<file path="src/hap_ram.sv">
`timescale 1ns / 1ps

module hap_ram #(
	parameter int WIDTH = 8,
	parameter int DEPTH = 2
) (
	input  logic                     clk,
	input  logic                     we,
	input  logic [$clog2(DEPTH)-1:0] waddr,
	input  logic [WIDTH-1:0]         wdata,
	input  logic [$clog2(DEPTH)-1:0] raddr,
	output logic [WIDTH-1:0]         rdata
);

	logic [WIDTH-1:0] mem [DEPTH];

	// One write port, one registered read port
	always_ff @(posedge clk) begin
		if (we) begin
			mem[waddr] <= wdata;
		end
		rdata <= mem[raddr];
	end

endmodule

</file>
<file path="config.mk">
export PLATFORM = sky130hd
export DESIGN_NAME = hap_ram
export DESIGN_NICKNAME = d
export VERILOG_FILES = /design/src/hap_ram.sv
export SDC_FILE = /design/constraint.sdc
export NUM_CORES = 1
export LEC_CHECK = 0
export ABC_AREA = 1
export BUFFER_PORTS_ARGS = -buffer_cell sky130_fd_sc_hd__buf_2
export CAP_MARGIN = 20
export CORE_ASPECT_RATIO = 1.1
export CORE_UTILIZATION = 40
export CTS_CLUSTER_DIAMETER = 120
export DETAILED_ROUTE_END_ITERATION = 16
export PLACE_DENSITY = 0.65
export SETUP_SLACK_MARGIN = 0.1
export SYNTH_ARGS = -nofsm -noshare
export SYNTH_HDL_FRONTEND = slang
export SYNTH_SLANG_ARGS = --single-unit
export TNS_END_PERCENT = 5
</file>
<file path="constraint.sdc">
create_clock -name clk -period 2.4 [get_ports clk]
set_input_delay 0.48 -clock clk [delete_from_list [all_inputs] [get_ports clk]]
set_output_delay 0.48 -clock clk [all_outputs]
set_load 0.02 [all_outputs]
</file>
==> qor.yml <==
synthTopCellsByArea: "edfxtp_1 63%, dfxtp_1 21%, nand2_1 12%"
cts-buffers-inserted: 3
end_kind: "output port"
relSlewSlack_pct: 56.02
htreeDepth: 1
finalMaxSlewViolations: 0
critical_path_class: "flop to output port"
ant_nets: 0
p_sw_w: 0.0001459
worst_slew_pin_slew_ns: 0.6572
cts.sinks: 24
clk_latency_ns: 0.29
crit_slowest_cell: "dfxtp_1"
critical_path.top_delay_family: "flip-flops"
syn_avg_cell_area_um2: 14.09
fmax_mhz: 791.7
min_path_type: "input pin to flop"
first_pass_iters: 12
route.detailed.wl_per_inst_um: 9.819
arrival_ns: 0.78
yosysWarningCount: 0
fillCellCount: 156
core_um2: 1782
antenna_found_initial: 0
synth_nets: 66
cts.path.max_buffers: 2
yosys.cell_types.count: 7
drt-vias-per-instance: 4.287
min_to: "mem[0][1]"
p_int_w: 0.0005852
nNetsFinal: 89
r2r_slack_ns: 1.80
holdCritStartpoint: "wdata[1]"
diodes: 0
via_count: 403
swShare_pct: 19.96
clk_pin_slew_worst_paths_ns: 0.11
rr_startpoint: "mem[1][6]"
ys_seq_area_share_pct: 84.21
ys.flop_type: "edfxtp_1"
syn-cell-area_um2: 760.7
rows: 16
grt_pass1_vias: 317
p_leak_nw: 0.4070
overflow: 0
finalClockSkew_ns: 0.004349
drive_above_1_share_pct: 31.58
comb_power_share_pct: 8.0
area.growth.synth_to_final_pct: 18.75
synth_common_cells: "25 x nand2_1, 16 x edfxtp_1, 8 x dfxtp_1"
whs_ns: 0.3637
die_y_um: 47.74
syn_inst: 54
path_cells: "buf_2"
cp_slowest_stage_delay_ns: 0.34
final_hold_viol_count: 0
fin_util_pct: 50.70
crit_buf_inv: 1
power_frac_seq_pct: 65.5
reg2reg_to: "rdata[6]"
synth.most_common_cell: "nand2_1"
initial_core_util_pct: 42.70
yosys.area.top_type: "edfxtp_1"
final_cells: 94
tns_ns: 0
path_max_fanout: 1
gp_congestion: 0.6613
grt_max_degree: 14
max-cap-violations: 0
p_clk_share_pct: 26.5
cts_resized: 0
setup_viol: 0
worstPathRequired_ns: 1.92
synth_edf_count: 16
start_kind: "flop"
pwr_density_cell_nw_per_um2: 809.4
grt_pass1_wl_mm: 1.297
port_buffers: 19
cts_root_buf: "clkbuf_4"
dp_hpwl_um: 659.9
die_w_um: 43.58
period_share_pct: 52.63
ios: 20
status: "finished with violations"
worstRegToRegCells: 2
cts_setup_buffers: 0
ys_ff_latch: 24
drt_iter0_drc: 16
fin_crit_ns: 1.263
yosys.area.top_type_share_pct: 63.16
grt_usage_pct: 9.825
cts_tree: "yes"
rsz0062_at_grt: "no"
place_inst: 90
finalPower_w: 0.0007311
violations: "DRC"
synth_async_sr_flop_share_pct: 0
irDropWorstVdd_mv: 0.3739
postCtsHoldBufs: 0
die-area_um2: 2081
min_path_cells: 1
drc_errors: 8
wl_um: 923
layout by cell type, fill, tap and decap left out, drive strengths merged:
master,count
buf,19
clkbuf,4
dfxtp,8
edfxtp,16
inv,3
nand2,25
nor2,1
flip-flops by register name, summed over array words and instances (netlist names):
signal and count:
rdata 8, mem 16
cells by family (layout without fill, tap and decap cells):
logic type / count (synthesis) / in the layout / synth area share (%)
buf+inv: 4 / 26 / 2.960
flops: 24 / 24 / 84.21
simple gates: 26 / 26 / 12.83
area by class of cell:
cell class / instances / area, um^2 / share of cell area [%]
clock buffer: 4 / 36.28 / 4.017
inverter: 3 / 11.26 / 1.247
multi-input combinational: 26 / 97.59 / 10.80
tap: 18 / 22.52 / 2.493
timing repair buffer: 19 / 95.09 / 10.53
sequential: 24 / 640.6 / 70.91
routing by layer:
layer  GRT usage [%]  wire (um)  vias up
met5               0          0        -
met4           7.500          0        0
met3           3.774         69        0
met2           16.12        485       17
met1           10.47        369      165
li1                -          -      221
stage by stage:
| stage | cell area [um^2] | setup WS, ns |
|---|---|---|
| after detailed placement | 867.1 | 0.8961 |
| after CTS | 903.4 | 1.110 |
| after global routing | 903.4 | 1.083 |
| final | 903.4 | 1.137 |
| after floorplan | 760.7 | 1.160 |
| after global placement | 867.1 | 0.9448 |
how the worst max path moves through the flow:
| stage | end | startpoint | slack (ns) | cells after the start |
|---|---|---|---|---|
| 6_report | rdata[6] | rdata[6] | 1.14 | 1 |
| 5_1_grt | rdata[6] | rdata[6] | 1.08 | 1 |
| 4_1_cts | rdata[6] | rdata[6] | 1.11 | 1 |
| 3_5_place_dp | mem[0][3] | waddr | 0.90 | 2 |
| 3_3_place_gp | mem[0][4] | waddr | 0.94 | 2 |
| 2_1_floorplan | mem[0][0] | we | 1.16 | 2 |
power groups by stage:
stage	clock network (W)	logic, W	registers [W]
after global placement	0	0.0000586	0.000488
after detailed placement	0	0.0000600	0.000489
after global routing	0.000212	0.0000654	0.000481
after floorplan	0	0.0000191	0.000504
final	0.000194	0.0000587	0.000479
after CTS	0.000203	0.0000601	0.000479
Power figures use the tool's default switching activity.
