### config.mk
export PLATFORM = sky130hd
export DESIGN_NAME = hap_div
export DESIGN_NICKNAME = d
export VERILOG_FILES = /design/src/hap_pkg.sv /design/src/hap_div.sv
export SDC_FILE = /design/constraint.sdc
export NUM_CORES = 1
export LEC_CHECK = 0
export BUFFER_PORTS_ARGS = -buffer_cell sky130_fd_sc_hd__clkbuf_2
export CORE_MARGIN = 2
export CORE_UTILIZATION = 55
export DETAILED_ROUTE_END_ITERATION = 8
export PLACE_DENSITY = 0.81
export SYNTH_ARGS = -nofsm -noshare
export SYNTH_HDL_FRONTEND = slang
export SYNTH_SLANG_ARGS = --single-unit
### constraint.sdc
create_clock -name clk -period 3.3 [get_ports clk]
set_clock_uncertainty 0.15 [all_clocks]
set_input_delay 0.495 -clock clk [delete_from_list [all_inputs] [get_ports clk]]
set_output_delay 0.495 -clock clk [all_outputs]
set_load 0.1 [all_outputs]
### src/hap_pkg.sv
`timescale 1ns / 1ps

package hap_pkg;

	// Store geometry
	localparam int MAX_PHI       = 512;
	localparam int MAX_MOM       = 128;
	localparam int DZDR_CHANNELS = 32;
	localparam int STORE_DEPTH   = MAX_PHI * MAX_MOM * DZDR_CHANNELS;
	localparam int ADDR_W        = $clog2(STORE_DEPTH);
	localparam int AW1           = ADDR_W + 1;

	// Field widths
	localparam int OP_W    = 2;
	localparam int PHI_Q_W = 16;
	localparam int SLOPE_W = 17;
	localparam int STEP_W  = 16;
	localparam int DZ_W    = 5;
	localparam int BIN_W   = 21;
	localparam int CNT_W   = 8;
	localparam int FRAC_W  = 7;
	localparam int PH_W    = 18;
	localparam int Q0_W    = PH_W - FRAC_W;

	// Configuration registers
	localparam int PHI_CFG_W = 10;
	localparam int MOM_CFG_W = 8;
	localparam int CFG_W     = 10;
	localparam int CFG_IDX_W = 1;
	localparam logic [CFG_IDX_W-1:0] REG_PHI_BINS = 1'b0;
	localparam logic [CFG_IDX_W-1:0] REG_MOM_BINS = 1'b1;
	localparam int PHI_RESET = 500;
	localparam int MOM_RESET = 70;

	// Clamped geometry widths
	localparam int PC_W = $clog2(MAX_PHI + 1);
	localparam int MC_W = $clog2(MAX_MOM + 1);
	localparam int TS_W = PC_W + MC_W;

	// Shared divider
	localparam int DIV_NUM_W = BIN_W;
	localparam int DIV_DEN_W = TS_W;
	localparam int DIV_CNT_W = $clog2(DIV_NUM_W);

	// Local maximum: three candidates per row, three rows
	localparam int LOCAL_ROW   = 3;
	localparam int LOCAL_CANDS = 3 * LOCAL_ROW;
	localparam int LK_W        = $clog2(LOCAL_CANDS);

	typedef enum logic [OP_W-1:0] {
		OP_CLEAR   = 2'd0,
		OP_FILL    = 2'd1,
		OP_ANALYSE = 2'd2,
		OP_LOCAL   = 2'd3
	} op_t;

	typedef enum logic [3:0] {
		ST_SWEEP,
		ST_IDLE,
		ST_PREP,
		ST_WDIV0,
		ST_WDIV1,
		ST_WALK,
		ST_LCHK,
		ST_LDIV0,
		ST_LDIV1,
		ST_LOCAL,
		ST_DRAIN,
		ST_FINISH
	} state_t;

	typedef struct packed {
		logic                 start;
		logic [DIV_NUM_W-1:0] dividend;
		logic [DIV_DEN_W-1:0] divisor;
	} div_req_t;

	typedef struct packed {
		logic                 done;
		logic [DIV_NUM_W-1:0] quotient;
		logic [DIV_DEN_W-1:0] remainder;
	} div_rsp_t;

endpackage

### src/hap_div.sv
`timescale 1ns / 1ps

module hap_div (
	input  logic               clk,
	input  logic               arst_n,
	input  hap_pkg::div_req_t  req,
	output hap_pkg::div_rsp_t  rsp
);

	logic                               run_q;
	logic                               done_q;
	logic [hap_pkg::DIV_CNT_W-1:0]      cnt_q;
	logic [hap_pkg::DIV_NUM_W-1:0]      num_q;
	logic [hap_pkg::DIV_DEN_W-1:0]      den_q;
	logic [hap_pkg::DIV_DEN_W-1:0]      rem_q;
	logic [hap_pkg::DIV_DEN_W:0]        shifted;
	logic [hap_pkg::DIV_DEN_W:0]        trial;
	logic                               qbit;

	// Restoring step: bring down one dividend bit, subtract if it fits
	always_comb begin
		shifted = {rem_q, num_q[hap_pkg::DIV_NUM_W-1]};
		trial   = shifted - {1'b0, den_q};
		qbit    = ~trial[hap_pkg::DIV_DEN_W];
	end

	// Control
	always_ff @(posedge clk or negedge arst_n) begin
		if (!arst_n) begin
			run_q  <= 1'b0;
			done_q <= 1'b0;
			cnt_q  <= '0;
		end else begin
			done_q <= 1'b0;
			if (req.start) begin
				run_q <= 1'b1;
				cnt_q <= '0;
			end else if (run_q) begin
				cnt_q <= cnt_q + 1'b1;
				if (cnt_q == hap_pkg::DIV_CNT_W'(hap_pkg::DIV_NUM_W - 1)) begin
					run_q  <= 1'b0;
					done_q <= 1'b1;
				end
			end
		end
	end

	// Datapath: quotient bits shift into the dividend register
	always_ff @(posedge clk) begin
		if (req.start) begin
			num_q <= req.dividend;
			den_q <= req.divisor;
			rem_q <= '0;
		end else if (run_q) begin
			num_q <= {num_q[hap_pkg::DIV_NUM_W-2:0], qbit};
			rem_q <= qbit ? trial[hap_pkg::DIV_DEN_W-1:0]
				: shifted[hap_pkg::DIV_DEN_W-1:0];
		end
	end

	assign rsp.done      = done_q;
	assign rsp.quotient  = num_q;
	assign rsp.remainder = rem_q;

endmodule

==> impl_results.md <==
* Worst skew pair latency at around 0.34 ns
* Worst vdd ir at ~0.53 mV
* Die H at approximately 86 um
* Largest net degree at the start of global routing at 27
* Synth area leaders: edfxtp_1 32%, dfxtp_1 9.7%, ha_1 6.7%
* Synth Area in Simple Gates at around 15%
* Dpl cell area at around 0.0042 mm^2
* Final setup TNS at 0 ns
* CP max FO at 11
* Via/cell ratio at 5.705
* Initial DRC count at between 200 and 250
* Worst min path class: input port to flop
* Leading cell type in the layout, fill and taps excluded: clkbuf_2
* Final wirelength at between 8000 and 9000 um
* Area leader, netlist: edfxtp_1
* Status: completed
* Vias in the first global route at 2,948
* Share of layout cells above drive strength 1 at 30.82%
* Placer congestion estimate at 0.8666
* First-pass DRT Iterations at 4
* Die X at ~86 um
* Die area at approximately 0.0074 mm^2
* Fin util at a little over two thirds
* Clk sinks at 64
* Critical path arrival at roughly 3.2 ns
* Pwr per Cell Area at 982.6 mW/mm^2
* TritonCTS clock tree: yes
* Root buffer cell: clkbuf_8
* Most used flip-flop cell after synthesis: edfxtp_1
* Hold slack final at around 0.18 ns
* CP Launch Type: flop
* RSZ-0062 raised after global routing: no
* DRC viols at 0
* Critical path class: flop to flop
* Compound-cell area share of the yosys netlist at ~14%
* HPWL after DPL at around 6000 um
* Critical Path Sink Type: flop
* Num rows at 29
* Syn Std Cell Area at 0.003714 mm^2
* Post-synthesis adder-cell area fraction at between 7 and 8%
* Max Cap Viol at 0
* First-pass GRT wire length at between 10,000 and 15,000 um
* Yosys warnings at 0
* Largest family of logic cells by synthesized area: simple AND/OR/NAND/NOR gates
* Syn_area_per_cell at between 10 and 15 um^2
* Crit path required time at 3.40 ns
* Tcrit/Tclk final at just over 90%
* DR WL/cell at between 15 and 20 um
* IO Port Bufs at slightly above 80
* Fmax achieved at 0.3273 GHz
* Final min period at 3.055 ns
* Sequential element share of the synthesized area at between 40% and 50%
* Relative slew slack at between 60% and 70%
* Setup Viol. Count Final at 0
* Clk pin slew, worst setup/hold paths at 0.07 ns
* TritonCTS buffer count at 9
* Antenna Cells at 0
* Pre-CTS setup slack at 0.2282 ns
* GRT Util Overall at a little under a quarter
* Total power at about 4.4 mW
* Synth unique cells at 58
* Synthesized flop and latch total at 64
* Async SR Flop Fraction at 10.94%
* Post-Synth XOR/XNOR Area at roughly 3.3%
* Final instance area at 0.004471 mm^2
* Antenna violations before repair at 0
* Max-slew violations at 0
* Total gr overflow at 0
* Leading cell types in the layout, fill and taps excluded: 81 x clkbuf_2, 40 x nor2_1, 39 x edfxtp_1
* Htree depth at 3
* Detail Route Antenna Nets at 0
* Placed insts at 511
* Mapped Nets at ~420
* Worst-case clock buffer depth at 2
* Via count at between 3,000 and 4,000
* Hold Violations, Final at 0
* Layout Nets at about 510
* Core area at 0.006422 mm^2
* Worst-Margin Slew at approximately 0.60 ns
* Yosys top cell area share at 31.54%
* Final Instance Count excl. Fillers at 528
* Number of gates resized after cts at 0
* Post-Synthesis Cells at around 360
* Leakage power at a little over 2 nW
* I/O Pins at 82
* Worst setup margin at 0.2451 ns
* Post-synth EDFFs at 39
* Layout Area Growth over Synthesis at 20.38%
* Multiplexer area fraction after synthesis at 9.636%
* Initial cell density of the core at 57.82%
* Post-CTS Setup Repair Bufs at 0
[report_power, final]
part / switching (mW) / internal, mW / total (mW)
clock network: 0.309 / 0.495 / 0.804
logic: 1.69 / 0.765 / 2.45
registers: 0.133 / 1.00 / 1.14
[what timing repair did]
item                                    4_1_cts  5_1_grt
endpoints found under the setup margin        0        0
hold buffers                                  1        0
endpoints found under the hold margin         7        0
[sequential cells by signal, indices dropped and copies added, names as in the netlist]
register	flops
num_q	21
den_q	18
rem_q	18
cnt_q	5
done_q	1
run_q	1
[Yosys cell counts (3+ instances only)]
| cell | n |
|---|---|
| a211oi_1 | 10 |
| nand3_1 | 3 |
| mux2i_1 | 11 |
| mux2_2 | 22 |
| dfxtp_1 | 18 |
| ha_1 | 20 |
| xor2_1 | 6 |
| nand4b_1 | 3 |
| nand2_1 | 25 |
| dfrtp_1 | 7 |
| nand4_1 | 5 |
| clkbuf_1 | 8 |
| inv_1 | 24 |
| nor3_1 | 7 |
| a21o_1 | 6 |
| o211ai_1 | 3 |
| o21a_1 | 5 |
| xnor2_1 | 8 |
| o21ai_0 | 8 |
| edfxtp_1 | 39 |
| nor2_1 | 40 |
| o21ai_1 | 4 |
| nor2b_1 | 8 |
| nand2b_1 | 6 |
| a21oi_1 | 17 |
[area by class of cell]
class	count	area [um^2]
Timing Repair Buffer	91	483.0
Fill cell	478	1952
Tap cell	77	96.34
Inverter	24	90.09
Clock inverter	7	110.1
Clock buffer	9	123.9
Multi-Input combinational cell	256	1859
Sequential cell	64	1708
[metal layers]
layer	part of all wire [%]	vias to the layer above	global-route usage [%]
met4	2.0	0	8.097
met5	0	-	0
met1	43	1425	28.75
met3	6.2	16	6.857
li1	-	1482	-
met2	49	89	38.55
[worst paths after layout]
kind / from / end / slack [ns] / cells past startpoint
min in group asynchronous: arst_n / cnt_q[2] / 0.37 / 2
max in group asynchronous: arst_n / cnt_q[3] / 2.46 / 2
worst min-delay path: req[13] / den_q[13] / 0.18 / 1
worst min register to register: rem_q[12] / rem_q[12] / 0.35 / 2
worst max-delay path: num_q[20] / rem_q[8] / 0.25 / 11
worst max register to register: num_q[20] / rem_q[8] / 0.25 / 11
[worst max-delay path, cell delays in order (launching register included)]
cell	delay, ns
edfxtp_1	0.37
inv_1	0.05
ha_2	0.18
fa_2	0.36
nand2b_4	0.15
a21o_1	0.22
a2111oi_0	0.34
or3b_1	0.16
o311a_1	0.39
buf_4	0.26
nor2_1	0.07
nor4_1	0.26
[cell families after synthesis]
group                      after synthesis
AOI/OAI and AO/OA                       74
buffers and inverters                   39
xor gates and xnor gates                14
muxes                                   33
adders and majority gates               21
DFF                                     64
and+or+nand+nor                        114
Note: power is estimated with default switching activity, not from simulation.
